<file path="src/hdl/assert_macros.svh">
// assertion macros shared by the decoder rtl
`ifndef ASSERT_MACROS_SVH
`define ASSERT_MACROS_SVH

// condition holds in the same cycle as the trigger
`define XED_ASSERT_IMP(lbl, ante, cons) \
  lbl: assert property (@(posedge clk) disable iff (!rst_n) (ante) |-> (cons)) \
    else $error("decoder assertion failed");

// condition holds in the cycle after the trigger
`define XED_ASSERT_NXT(lbl, ante, cons) \
  lbl: assert property (@(posedge clk) disable iff (!rst_n) (ante) |=> (cons)) \
    else $error("decoder assertion failed");

`endif

</file>
<file path="src/hdl/xed_pkg.sv">
// types, constants and name tables of the entity decoder
package xed_pkg;

  localparam int CHAR_W    = 16;
  localparam int MAX_TOKEN = 16;
  localparam int TOK_IDX_W = $clog2(MAX_TOKEN);
  localparam int TOK_CNT_W = $clog2(MAX_TOKEN + 1);
  localparam int NUM_W     = 17;
  localparam int NUM_SUM_W = NUM_W + 5;
  localparam logic [NUM_W-1:0] NUM_LIMIT = 17'h1FFFF;

  localparam int Q_DEPTH = 4;
  localparam int Q_PTR_W = $clog2(Q_DEPTH);
  localparam int Q_CNT_W = $clog2(Q_DEPTH + 1);

  localparam int NUM_NAMES = 5;

  // character codes
  localparam logic [CHAR_W-1:0] CH_AMP  = 16'h0026;
  localparam logic [CHAR_W-1:0] CH_SEMI = 16'h003B;
  localparam logic [CHAR_W-1:0] CH_HASH = 16'h0023;
  localparam logic [CHAR_W-1:0] CH_X    = 16'h0078;
  localparam logic [CHAR_W-1:0] CH_LT   = 16'h003C;
  localparam logic [CHAR_W-1:0] CH_GT   = 16'h003E;
  localparam logic [CHAR_W-1:0] CH_APOS = 16'h0027;
  localparam logic [CHAR_W-1:0] CH_QUOT = 16'h0022;

  // one command from front to back: flush held token, then maybe one word
  typedef struct packed {
    logic [TOK_CNT_W-1:0] flush_len;
    logic                 has_char;
    logic [CHAR_W-1:0]    ch;
    logic                 last;
  } cmd_t;

  // token store write port
  typedef struct packed {
    logic                 en;
    logic [TOK_IDX_W-1:0] addr;
    logic [CHAR_W-1:0]    data;
  } tok_wr_t;

  typedef struct packed {
    logic flush_pend;
  } front_status_t;

  typedef struct packed {
    logic flushing;
    logic flush_done;
  } back_status_t;

  // named reference lengths, without the semicolon
  function automatic logic [2:0] name_len(input int k);
    logic [2:0] r;
    case (k)
      0:       r = 3'd3;
      1:       r = 3'd2;
      2:       r = 3'd2;
      3:       r = 3'd4;
      4:       r = 3'd4;
      default: r = 3'd0;
    endcase
    return r;
  endfunction

  // lower-case letter at a position of a named reference
  function automatic logic [7:0] name_char(input int k, input logic [2:0] pos);
    logic [7:0] r;
    r = 8'h00;
    case (k)
      0: case (pos)
           3'd0:    r = 8'h61; // a
           3'd1:    r = 8'h6D; // m
           3'd2:    r = 8'h70; // p
           default: r = 8'h00;
         endcase
      1: case (pos)
           3'd0:    r = 8'h6C; // l
           3'd1:    r = 8'h74; // t
           default: r = 8'h00;
         endcase
      2: case (pos)
           3'd0:    r = 8'h67; // g
           3'd1:    r = 8'h74; // t
           default: r = 8'h00;
         endcase
      3: case (pos)
           3'd0:    r = 8'h61; // a
           3'd1:    r = 8'h70; // p
           3'd2:    r = 8'h6F; // o
           3'd3:    r = 8'h73; // s
           default: r = 8'h00;
         endcase
      4: case (pos)
           3'd0:    r = 8'h71; // q
           3'd1:    r = 8'h75; // u
           3'd2:    r = 8'h6F; // o
           3'd3:    r = 8'h74; // t
           default: r = 8'h00;
         endcase
      default: r = 8'h00;
    endcase
    return r;
  endfunction

  // decoded character of a named reference
  function automatic logic [CHAR_W-1:0] name_val(input int k);
    logic [CHAR_W-1:0] r;
    case (k)
      0:       r = CH_AMP;
      1:       r = CH_LT;
      2:       r = CH_GT;
      3:       r = CH_APOS;
      4:       r = CH_QUOT;
      default: r = '0;
    endcase
    return r;
  endfunction

endpackage

</file>
<file path="src/hdl/xml_entity_decoder_unit.sv">
// top level of the xml character and entity reference decoder
// Input channel: one 16-bit word per item (in_char) with in_last on the final
// word of a string. Output channel: decoded or passed-through words, out_last
// on the final word of the string. Both use valid/ready.
// Plain text moves one word per cycle while out_ready is high; a taken word passes
// the command queue and the back's command register before the output register.
// Words after '&' are held and give no output until ';', another '&', the end
// of the string or a full 16-entry store ends the reference. A decoded
// reference yields one word. A reference that does not decode is replayed
// from the token store one word per cycle while out_ready is high (up to 16, plus the ending word);
// input is held off from that command's issue until the store has been read.
// A 4-entry command queue sits between the classifying front and the back,
// so the front keeps taking words while the back waits on a stalled receiver;
// when the receiver holds out_ready low the queue fills and in_ready drops.
// Reset (rst_n low, synchronous) drops any open reference and empties the
// queue and output register; the store contents need no clearing.
`include "assert_macros.svh"

module xml_entity_decoder_unit (
  input  logic        clk,
  input  logic        rst_n,
  input  logic        in_valid,
  output logic        in_ready,
  input  logic [15:0] in_char,
  input  logic        in_last,
  output logic        out_valid,
  input  logic        out_ready,
  output logic [15:0] out_char,
  output logic        out_last
);

  logic                          q_push, q_pop, q_full, q_empty;
  xed_pkg::cmd_t                 q_wdata, q_rdata;
  xed_pkg::tok_wr_t              tok_wr;
  logic [xed_pkg::TOK_IDX_W-1:0] rd_addr;
  logic [xed_pkg::CHAR_W-1:0]    rd_data;
  xed_pkg::front_status_t        fr_st;
  xed_pkg::back_status_t         bk_st;

  // classify and track references
  xed_front u_front (
    .clk      (clk),
    .rst_n    (rst_n),
    .in_valid (in_valid),
    .in_ready (in_ready),
    .in_char  (in_char),
    .in_last  (in_last),
    .q_push   (q_push),
    .q_data   (q_wdata),
    .q_full   (q_full),
    .tok_wr   (tok_wr),
    .bk_st    (bk_st),
    .fr_st    (fr_st)
  );

  // held reference characters
  xed_tok_buf u_tok_buf (
    .clk     (clk),
    .wr      (tok_wr),
    .rd_addr (rd_addr),
    .rd_data (rd_data)
  );

  // command queue
  xed_cmd_fifo u_fifo (
    .clk       (clk),
    .rst_n     (rst_n),
    .push      (q_push),
    .push_data (q_wdata),
    .full      (q_full),
    .pop       (q_pop),
    .pop_data  (q_rdata),
    .empty     (q_empty)
  );

  // emit words
  xed_back u_back (
    .clk       (clk),
    .rst_n     (rst_n),
    .q_empty   (q_empty),
    .q_data    (q_rdata),
    .q_pop     (q_pop),
    .rd_addr   (rd_addr),
    .rd_data   (rd_data),
    .bk_st     (bk_st),
    .out_valid (out_valid),
    .out_ready (out_ready),
    .out_char  (out_char),
    .out_last  (out_last)
  );

  // store must stay frozen while the back replays it
  `XED_ASSERT_IMP(a_no_input_during_flush, bk_st.flushing, !in_ready)
  // a replay only finishes for a flush the front is waiting on
  `XED_ASSERT_IMP(a_done_only_when_pending, bk_st.flush_done, fr_st.flush_pend)
  // end of a replay releases the front
  `XED_ASSERT_NXT(a_pend_released, bk_st.flush_done, !fr_st.flush_pend)
  // queue never takes a command while full
  `XED_ASSERT_IMP(a_queue_no_overflow, q_push, !q_full)

endmodule

</file>
<file path="src/hdl/xed_tok_buf.sv">
// token store: held characters of the open reference
module xed_tok_buf (
  input  logic                             clk,
  input  xed_pkg::tok_wr_t                 wr,
  input  logic [xed_pkg::TOK_IDX_W-1:0]    rd_addr,
  output logic [xed_pkg::CHAR_W-1:0]       rd_data
);

  logic [xed_pkg::CHAR_W-1:0] store_r [xed_pkg::MAX_TOKEN];
  logic [xed_pkg::CHAR_W-1:0] rd_data_r;

  assign rd_data = rd_data_r;

  // one write port from the front
  always_ff @(posedge clk) begin
    if (wr.en) begin
      store_r[wr.addr] <= wr.data;
    end
  end

  // one registered read port for the back
  always_ff @(posedge clk) begin
    rd_data_r <= store_r[rd_addr];
  end

endmodule

</file>
<file path="src/hdl/xed_cmd_fifo.sv">
// short command queue between front and back
module xed_cmd_fifo (
  input  logic                 clk,
  input  logic                 rst_n,
  input  logic                 push,
  input  xed_pkg::cmd_t        push_data,
  output logic                 full,
  input  logic                 pop,
  output xed_pkg::cmd_t        pop_data,
  output logic                 empty
);

  xed_pkg::cmd_t                   mem_r [xed_pkg::Q_DEPTH];
  xed_pkg::cmd_t                   pop_data_r;
  logic [xed_pkg::Q_PTR_W-1:0]     wr_ptr_r, wr_ptr_nxt;
  logic [xed_pkg::Q_PTR_W-1:0]     rd_ptr_r, rd_ptr_nxt;
  logic [xed_pkg::Q_CNT_W-1:0]     cnt_r, cnt_nxt;

  assign full     = (cnt_r == xed_pkg::Q_CNT_W'(xed_pkg::Q_DEPTH));
  assign empty    = (cnt_r == '0);
  assign pop_data = pop_data_r;

  // pointer and fill count
  always_comb begin
    wr_ptr_nxt = wr_ptr_r;
    rd_ptr_nxt = rd_ptr_r;
    cnt_nxt    = cnt_r;
    if (push) begin
      wr_ptr_nxt = wr_ptr_r + 1'b1;
    end
    if (pop) begin
      rd_ptr_nxt = rd_ptr_r + 1'b1;
    end
    if (push && !pop) begin
      cnt_nxt = cnt_r + 1'b1;
    end else if (pop && !push) begin
      cnt_nxt = cnt_r - 1'b1;
    end
  end

  always_ff @(posedge clk) begin
    if (!rst_n) begin
      wr_ptr_r <= '0;
      rd_ptr_r <= '0;
      cnt_r    <= '0;
    end else begin
      wr_ptr_r <= wr_ptr_nxt;
      rd_ptr_r <= rd_ptr_nxt;
      cnt_r    <= cnt_nxt;
    end
  end

  // entry storage and registered head, a word pushed into the head slot goes straight through
  always_ff @(posedge clk) begin
    if (push) begin
      mem_r[wr_ptr_r] <= push_data;
    end
    if (push && (wr_ptr_r == rd_ptr_nxt)) begin
      pop_data_r <= push_data;
    end else begin
      pop_data_r <= mem_r[rd_ptr_nxt];
    end
  end

endmodule

</file>
<file path="src/hdl/xed_front.sv">
// front: takes input words, tracks the open reference and issues commands
module xed_front (
  input  logic                          clk,
  input  logic                          rst_n,
  input  logic                          in_valid,
  output logic                          in_ready,
  input  logic [xed_pkg::CHAR_W-1:0]    in_char,
  input  logic                          in_last,
  output logic                          q_push,
  output xed_pkg::cmd_t                 q_data,
  input  logic                          q_full,
  output xed_pkg::tok_wr_t              tok_wr,
  input  xed_pkg::back_status_t         bk_st,
  output xed_pkg::front_status_t        fr_st
);

  logic [xed_pkg::TOK_CNT_W-1:0]  cnt_r, cnt_nxt;
  logic                           pend_r, pend_nxt;
  logic                           is_num_r, hex_r, num_ok_r;
  logic [xed_pkg::NUM_W-1:0]      num_r;
  logic [xed_pkg::NUM_NAMES-1:0]  nm_r;

  logic                           accept;
  logic                           start, store;
  logic                           is_upper;
  logic [xed_pkg::CHAR_W-1:0]     folded;
  logic [xed_pkg::NUM_NAMES-1:0]  nm_step, name_hit;
  logic [xed_pkg::CHAR_W-1:0]     name_dec;
  logic                           dec_dig, lo_hex, up_hex, is_dig;
  logic [3:0]                     digit;
  logic [xed_pkg::NUM_SUM_W-1:0]  prod, sum;
  logic                           ovf;
  logic                           decode;
  logic [xed_pkg::CHAR_W-1:0]     dec_val;

  assign accept   = in_valid && in_ready;
  assign in_ready = !q_full && !pend_r;
  assign fr_st.flush_pend = pend_r;

  // case fold and named reference tracking
  always_comb begin
    is_upper = (in_char >= 16'h0041) && (in_char <= 16'h005A);
    folded   = is_upper ? in_char + 16'd32 : in_char;
    name_dec = '0;
    for (int k = 0; k < xed_pkg::NUM_NAMES; k++) begin
      nm_step[k]  = nm_r[k]
                 && (cnt_r <= xed_pkg::TOK_CNT_W'(xed_pkg::name_len(k)))
                 && (folded == xed_pkg::CHAR_W'(xed_pkg::name_char(k, 3'(cnt_r - 1'b1))));
      name_hit[k] = nm_r[k]
                 && (cnt_r == xed_pkg::TOK_CNT_W'(xed_pkg::name_len(k)) + 1'b1);
      if (name_hit[k]) begin
        name_dec = name_dec | xed_pkg::name_val(k);
      end
    end
  end

  // numeric reference digit step
  always_comb begin
    dec_dig = (in_char >= 16'h0030) && (in_char <= 16'h0039);
    lo_hex  = hex_r && (in_char >= 16'h0061) && (in_char <= 16'h0066);
    up_hex  = hex_r && (in_char >= 16'h0041) && (in_char <= 16'h0046);
    is_dig  = dec_dig || lo_hex || up_hex;
    digit   = dec_dig ? in_char[3:0] : in_char[3:0] + 4'd9;
    prod    = hex_r ? {1'b0, num_r, 4'b0000}
                    : ({2'b00, num_r, 3'b000} + {4'b0000, num_r, 1'b0});
    sum     = prod + xed_pkg::NUM_SUM_W'(digit);
    ovf     = sum > xed_pkg::NUM_SUM_W'(xed_pkg::NUM_LIMIT);
  end

  // outcome of a closing semicolon
  always_comb begin
    if (is_num_r) begin
      decode  = num_ok_r && (num_r != '0);
      dec_val = num_r[xed_pkg::CHAR_W-1:0];
    end else begin
      decode  = |name_hit;
      dec_val = name_dec;
    end
  end

  // per-word action
  always_comb begin
    q_push  = 1'b0;
    q_data  = '0;
    tok_wr  = '0;
    cnt_nxt = cnt_r;
    start   = 1'b0;
    store   = 1'b0;
    if (accept) begin
      if (cnt_r == '0) begin
        if (in_char == xed_pkg::CH_AMP && !in_last) begin
          cnt_nxt = xed_pkg::TOK_CNT_W'(1);
          start   = 1'b1;
        end else begin
          q_push          = 1'b1;
          q_data.has_char = 1'b1;
          q_data.ch       = in_char;
          q_data.last     = in_last;
        end
      end else if (in_char == xed_pkg::CH_SEMI) begin
        cnt_nxt         = '0;
        q_push          = 1'b1;
        q_data.has_char = 1'b1;
        q_data.last     = in_last;
        if (decode) begin
          q_data.ch = dec_val;
        end else begin
          q_data.flush_len = cnt_r;
          q_data.ch        = xed_pkg::CH_SEMI;
        end
      end else if (in_char == xed_pkg::CH_AMP) begin
        q_push           = 1'b1;
        q_data.flush_len = cnt_r;
        if (in_last) begin
          q_data.has_char = 1'b1;
          q_data.ch       = xed_pkg::CH_AMP;
          q_data.last     = 1'b1;
          cnt_nxt         = '0;
        end else begin
          cnt_nxt = xed_pkg::TOK_CNT_W'(1);
          start   = 1'b1;
        end
      end else if (cnt_r >= xed_pkg::TOK_CNT_W'(xed_pkg::MAX_TOKEN) || in_last) begin
        q_push           = 1'b1;
        q_data.flush_len = cnt_r;
        q_data.has_char  = 1'b1;
        q_data.ch        = in_char;
        q_data.last      = in_last;
        cnt_nxt          = '0;
      end else begin
        store       = 1'b1;
        cnt_nxt     = cnt_r + 1'b1;
        tok_wr.en   = 1'b1;
        tok_wr.addr = cnt_r[xed_pkg::TOK_IDX_W-1:0];
        tok_wr.data = in_char;
      end
    end
  end

  // a flush freezes input until the back has read the store
  always_comb begin
    if (pend_r) begin
      pend_nxt = !bk_st.flush_done;
    end else begin
      pend_nxt = q_push && (q_data.flush_len != '0);
    end
  end

  always_ff @(posedge clk) begin
    if (!rst_n) begin
      cnt_r  <= '0;
      pend_r <= 1'b0;
    end else begin
      cnt_r  <= cnt_nxt;
      pend_r <= pend_nxt;
    end
  end

  // classification state of the open reference
  always_ff @(posedge clk) begin
    if (start) begin
      is_num_r <= 1'b0;
      hex_r    <= 1'b0;
      num_ok_r <= 1'b1;
      num_r    <= '0;
      nm_r     <= '1;
    end else if (store) begin
      nm_r <= nm_step;
      if (cnt_r == xed_pkg::TOK_CNT_W'(1)) begin
        is_num_r <= (in_char == xed_pkg::CH_HASH);
      end else if (is_num_r) begin
        if (cnt_r == xed_pkg::TOK_CNT_W'(2) && in_char == xed_pkg::CH_X) begin
          hex_r <= 1'b1;
        end else if (!is_dig || ovf) begin
          num_ok_r <= 1'b0;
        end else begin
          num_r <= sum[xed_pkg::NUM_W-1:0];
        end
      end
    end
  end

endmodule

</file>
<file path="src/hdl/xed_back.sv">
// back: runs commands, replays held tokens and drives the output register
module xed_back (
  input  logic                          clk,
  input  logic                          rst_n,
  input  logic                          q_empty,
  input  xed_pkg::cmd_t                 q_data,
  output logic                          q_pop,
  output logic [xed_pkg::TOK_IDX_W-1:0] rd_addr,
  input  logic [xed_pkg::CHAR_W-1:0]    rd_data,
  output xed_pkg::back_status_t         bk_st,
  output logic                          out_valid,
  input  logic                          out_ready,
  output logic [xed_pkg::CHAR_W-1:0]    out_char,
  output logic                          out_last
);

  typedef enum logic [1:0] {
    ST_IDLE,
    ST_FLUSH,
    ST_CHAR
  } state_t;

  state_t                          state_r, state_nxt;
  xed_pkg::cmd_t                   cmd_r, cmd_nxt;
  logic [xed_pkg::TOK_CNT_W-1:0]   idx_r, idx_nxt;
  logic                            out_valid_r, out_valid_nxt;
  logic [xed_pkg::CHAR_W-1:0]      out_char_r, out_char_nxt;
  logic                            out_last_r, out_last_nxt;

  logic                            can_load, fire, fin, end_flush;
  logic [xed_pkg::CHAR_W-1:0]      elem_char;
  logic                            elem_last;

  assign out_valid = out_valid_r;
  assign out_char  = out_char_r;
  assign out_last  = out_last_r;
  // store read is registered, so it is addressed with the next index
  assign rd_addr   = idx_nxt[xed_pkg::TOK_IDX_W-1:0];

  // current element of the running command
  always_comb begin
    can_load  = !out_valid_r || out_ready;
    fire      = (state_r != ST_IDLE) && can_load;
    end_flush = (idx_r == cmd_r.flush_len - 1'b1);
    case (state_r)
      ST_FLUSH: begin
        elem_char = (idx_r == '0) ? xed_pkg::CH_AMP : rd_data;
        elem_last = cmd_r.last && !cmd_r.has_char && end_flush;
        fin       = end_flush && !cmd_r.has_char;
      end
      ST_CHAR: begin
        elem_char = cmd_r.ch;
        elem_last = cmd_r.last;
        fin       = 1'b1;
      end
      default: begin
        elem_char = '0;
        elem_last = 1'b0;
        fin       = 1'b0;
      end
    endcase
    q_pop            = !q_empty && ((state_r == ST_IDLE) || (fire && fin));
    bk_st.flushing   = (state_r == ST_FLUSH);
    bk_st.flush_done = fire && (state_r == ST_FLUSH) && end_flush;
  end

  // sequencing and output register
  always_comb begin
    state_nxt     = state_r;
    cmd_nxt       = cmd_r;
    idx_nxt       = idx_r;
    out_valid_nxt = out_valid_r;
    out_char_nxt  = out_char_r;
    out_last_nxt  = out_last_r;
    if (can_load) begin
      out_valid_nxt = fire;
      if (fire) begin
        out_char_nxt = elem_char;
        out_last_nxt = elem_last;
      end
    end
    if (fire) begin
      if (state_r == ST_FLUSH && !end_flush) begin
        idx_nxt = idx_r + 1'b1;
      end else if (state_r == ST_FLUSH && cmd_r.has_char) begin
        state_nxt = ST_CHAR;
      end else begin
        state_nxt = ST_IDLE;
      end
    end
    if (q_pop) begin
      cmd_nxt   = q_data;
      idx_nxt   = '0;
      state_nxt = (q_data.flush_len != '0) ? ST_FLUSH : ST_CHAR;
    end
  end

  always_ff @(posedge clk) begin
    if (!rst_n) begin
      state_r     <= ST_IDLE;
      out_valid_r <= 1'b0;
      idx_r       <= '0;
    end else begin
      state_r     <= state_nxt;
      out_valid_r <= out_valid_nxt;
      idx_r       <= idx_nxt;
    end
    cmd_r      <= cmd_nxt;
    out_char_r <= out_char_nxt;
    out_last_r <= out_last_nxt;
  end

endmodule

</file>
<file path="config.mk">
export PLATFORM = sky130hd
export DESIGN_NAME = xml_entity_decoder_unit
export DESIGN_NICKNAME = d
export VERILOG_FILES = /design/src/hdl/xed_pkg.sv /design/src/hdl/xml_entity_decoder_unit.sv /design/src/hdl/xed_tok_buf.sv /design/src/hdl/xed_cmd_fifo.sv /design/src/hdl/xed_front.sv /design/src/hdl/xed_back.sv
export VERILOG_INCLUDE_DIRS = /design/src /design/src/hdl
export SDC_FILE = /design/constraint.sdc
export NUM_CORES = 1
export LEC_CHECK = 0
export BUFFER_PORTS_ARGS = -buffer_cell sky130_fd_sc_hd__buf_2
export CAP_MARGIN = 40
export CELL_PAD_IN_SITES_DETAIL_PLACEMENT = 2
export CELL_PAD_IN_SITES_GLOBAL_PLACEMENT = 2
export CORE_ASPECT_RATIO = 1.1
export CORE_UTILIZATION = 36
export DETAILED_ROUTE_END_ITERATION = 8
export PLACE_DENSITY = 0.63
export SYNTH_ARGS = -nofsm -noshare
export SYNTH_HDL_FRONTEND = slang
export SYNTH_HIERARCHICAL = 1
export SYNTH_SLANG_ARGS = --single-unit
export TNS_END_PERCENT = 1
</file>
<file path="constraint.sdc">
create_clock -name clk -period 4.6 [get_ports clk]
set_input_delay 0 -clock clk [delete_from_list [all_inputs] [get_ports clk]]
set_output_delay 0 -clock clk [all_outputs]
set_load 0.1 [all_outputs]
</file>
==> flow_summary_export.csv <==
group,metric,value,unit
clock_tree,cts.sinks,452,
die,core-area,56130,µm²
clock_tree,cts_hold_repair.buffers,8,
die,start_util,36.42,%
finish,nets,1546,
global_routing,antenna_found_initial,0,
synth,ys.flop_type,"edfxtp_1",
sta,fmax,234.9,MHz
global_routing,grt_max_degree,65,
worst_setup_path,crit_chain,"dlygate4sd3_1, buf_2, inv_1, ha_1, o21ba_2, o21ai_0, nor3_4, nand2b_1, xnor2_1, fa_1, a21oi_1, nor4_1, nand4b_1, a2111oi_4, a2111oi_4, a21oi_4, mux2i_1",
worst_setup_path,worst_setup_path_start_kind,"input port",
die,dieArea,57750,µm²
die,die_h,251.9,µm
worst_setup_path,regToRegSetupSlack,0.42,ns
worst_setup_path,r2r_start,"u_front/num_r[0]$_SDFFE_PP0P_",
routing,first_pass_iters,4,
placed_design,numPlacedInstances,2166,
power,p_comb_share,18.6,%
synth,synth_top_area_share,56.99,%
routing,ant_nets,0,
finish,stdcell_count,2260,
routing,vias,12420,
worst_setup_path,r2r_end,"u_front/num_r[12]$_SDFFE_PP0P_",
placed_design,io_buffers,39,
worst_setup_path,crit_type,"input port to register",
finish,areaGrowthSynthToFinish,14.05,%
synth,ys_warn_count,6,
synth,synthTopCellsByCount,"edfxtp_1 (388), nand2_1 (106), nor2_1 (88), mux4_2 (74), dfxtp_1 (64)",
die,die-width,229.2,µm
worst_setup_path,crit_path_frequent_cell,"a2111oi_4",
clock_tree,ctsRootBufferMaster,"clkbuf_16",
synth,synth_top_area_cell,"edfxtp_1",
clock_tree,cts_buffer_depth,3,
sta,hold_viol_final,0,
sta,skew,0.01429,ns
synth,ys_ff_latch,452,
worst_setup_path,r2r_cells,12,
global_routing,grt-ovfl-total,0,
placed_design,post_dp_cell_area,21780,µm²
worst_hold_path,holdCritStartpoint,"in_char[10]",
synth,synth.distinct_cells,98,
worst_setup_path,worstPathMaxFanout,17,
sta,fin_setup_tns,0,ns
power,power.switching,3.067,mW
finish,utilization,41.54,%
finish,final_area,23320,µm²
clock_tree,cts_resized,0,
power,vdd_drop_max,0.0002446,V
power,p_total,10.64,mW
worst_setup_path,path_buf_inv,3,
synth,yosysSeqAreaShare,63.26,%
worst_hold_path,holdPathEnd,"u_tok_buf/store_r[2][10]$_DFFE_PP_",
placed_design,place_ws,0.07584,ns
routing,via_per_inst,5.494,
worst_setup_path,critical_path.top_delay_family,"compound AO/OA/AOI/OAI gates",
routing,drt_iter0_drc,860,
sta,rsz0062_at_grt,"false",
finish,drive_gt1_share,19.72,%
sta,period_minus_slack,4.257,ns
clock_tree,cts_tree,"done",
global_routing,grt_pass1_vias,13490,
clock_tree,cts_buffers,46,
flow_run,drv_cap,0,
finish,antenna_cells,0,
sta,period_share,92.55,%
clock_tree,worst_skew_pair.late_latency,0.57,ns
placed_design,gp_congestion,0.7783,
synth,synth_nets,1457,
power,p_per_area,456.4,nW/µm²
routing,wl_per_cell,26.63,µm
placed_design,dp_hpwl,40810,µm
routing,drt_wl_total,60190,µm
run_status,status,"finished, final reports clean",
synth,synth_area_leaders,"edfxtp_1 (57%), mux4_2 (8.2%), dfxtp_1 (6.3%)",
worst_hold_path,hold_depth,2,
worst_setup_path,cp_slowest_stage_delay,0.60,ns
clock_tree,path_clk_slew,0.06,ns
power,power_frac_clock,34.4,%
sta,setup_ws,0.3429,ns
synth,synthCells,1390,
sta,drv_slew,0,
worst_hold_path,min_path_type,"input port to register",
power,switching_share,28.82,%
sta,slew_headroom,44.22,%
synth,yosysMostFrequentCell,"edfxtp_1",
clock_tree,cts_setup_buffers,0,
power,sequentialPowerShare,47.1,%
sta,holdWs,0.08461,ns
synth,synthArstFlopShare,0,%
worst_setup_path,required,5.08,ns
worst_setup_path,setup.worst_path.end_class,"register",
clock_tree,h-tree-depth,2,
synth,synth_edf_count,388,
routing,drc,0,
sta,tightestPinTransition,0.8367,ns
synth,syn_area,20440,µm²
sta,setup_viol_count_final,0,
synth,avgSynthCellArea,14.71,µm²
worst_setup_path,cp.arrival,4.74,ns
global_routing,grt_pass1_wl,89950,µm
power,intPower,7.575,mW
worst_setup_path,slowest_stage,"a21oi_4",
die,rows,91,
die,io_pins,40,
power,p_leak,7.464,nW
global_routing,grt_use_total,21.04,%
## per-layer routing
metal	GRT usage [%]	part of all wire, %	up-vias
met2	36.21	50	183
li1	-	-	5617
met4	6.248	2.5	0
met1	28.00	45	6549
met5	0	0	-
met3	2.328	2.5	68
## logic make-up after synthesis
| group | share of synthesized area (%) |
|---|---|
| DFF | 63.26 |
| and+or+nand+nor | 9.920 |
| AOI/OAI and AO/OA | 8.752 |
| muxes | 11.10 |
| buffers and inverters | 2.417 |
| adders and majority gates | 2.925 |
| xor gates and xnor gates | 1.628 |
## registers in the layout, summed over array words and instances (netlist names), 3 cells and up, named ones only
register           cells
u_front/num_r         17
u_back/idx_r           5
u_fifo/cnt_r           3
u_tok_buf/store_r    256
u_back/out_char       16
u_back/cmd_r          23
u_front/cnt_r          5
u_fifo/mem_r          92
u_tok_buf/rd_data     16
u_front/nm_r           5
## placed cells by master (no fill, tap or decap), types with 6 or more instances in the layout
cell type      instances
clkbuf_16             48
a31oi_1                7
buf_2                 39
xor2_1                25
and2_1                27
nor3_1                24
mux4_2                74
edfxtp_1             388
nand4_1               17
and3_1                11
mux2i_1               25
nor2b_1               26
nand3_1               10
clkinv_1               6
clkbuf_1              15
dlygate4sd3_1          8
or3_1                  9
mux4_1                13
a21oi_1               52
dfxtp_1               64
a211oi_1               8
ha_1                  43
nor2_1                73
nor2_2                15
nand2_1              106
clkinv_2               9
buf_4                 60
nand2b_1               8
xnor2_1               13
inv_1                 32
a21boi_0               7
o21ai_0               49
a22oi_1               57
nor4_1                 6
## cell type report
class,instances,area (µm²)
Fill cell,5469,32820
Tap cell,744,930.9
Clock buffer,63,1257
Inverter,33,123.9
Sequential cell,452,12930
Clock inverter,22,187.7
Multi-Input combinational cell,835,7088
Timing Repair Buffer,111,795.8
## power by group through the flow
stage	Clock (mW)	Combinational, mW	Sequential [mW]
6_report	3.66	1.97	5.01
3_3_place_gp	0	1.90	5.10
4_1_cts	3.75	2.01	5.02
5_1_grt	3.89	2.10	5.04
3_5_place_dp	0	1.99	5.10
2_1_floorplan	0	1.11	5.43
## how the worst max path moves through the flow
stage	from	end	cells after the start
after global placement	in_char[14]	u_front/num_r[15]$_SDFFE_PP0P_	14
final	in_char[0]	u_front/num_r[12]$_SDFFE_PP0P_	17
after floorplan	u_fifo/cnt_r[0]$_SDFFE_PN0P_	u_tok_buf/store_r[0][0]$_DFFE_PP_	10
after CTS	in_char[0]	u_front/num_r[12]$_SDFFE_PP0P_	17
after detailed placement	in_char[14]	u_front/num_r[12]$_SDFFE_PP0P_	14
after global routing	in_char[0]	u_front/num_r[5]$_SDFFE_PP0P_	17
(Power assumes the default switching activity.)
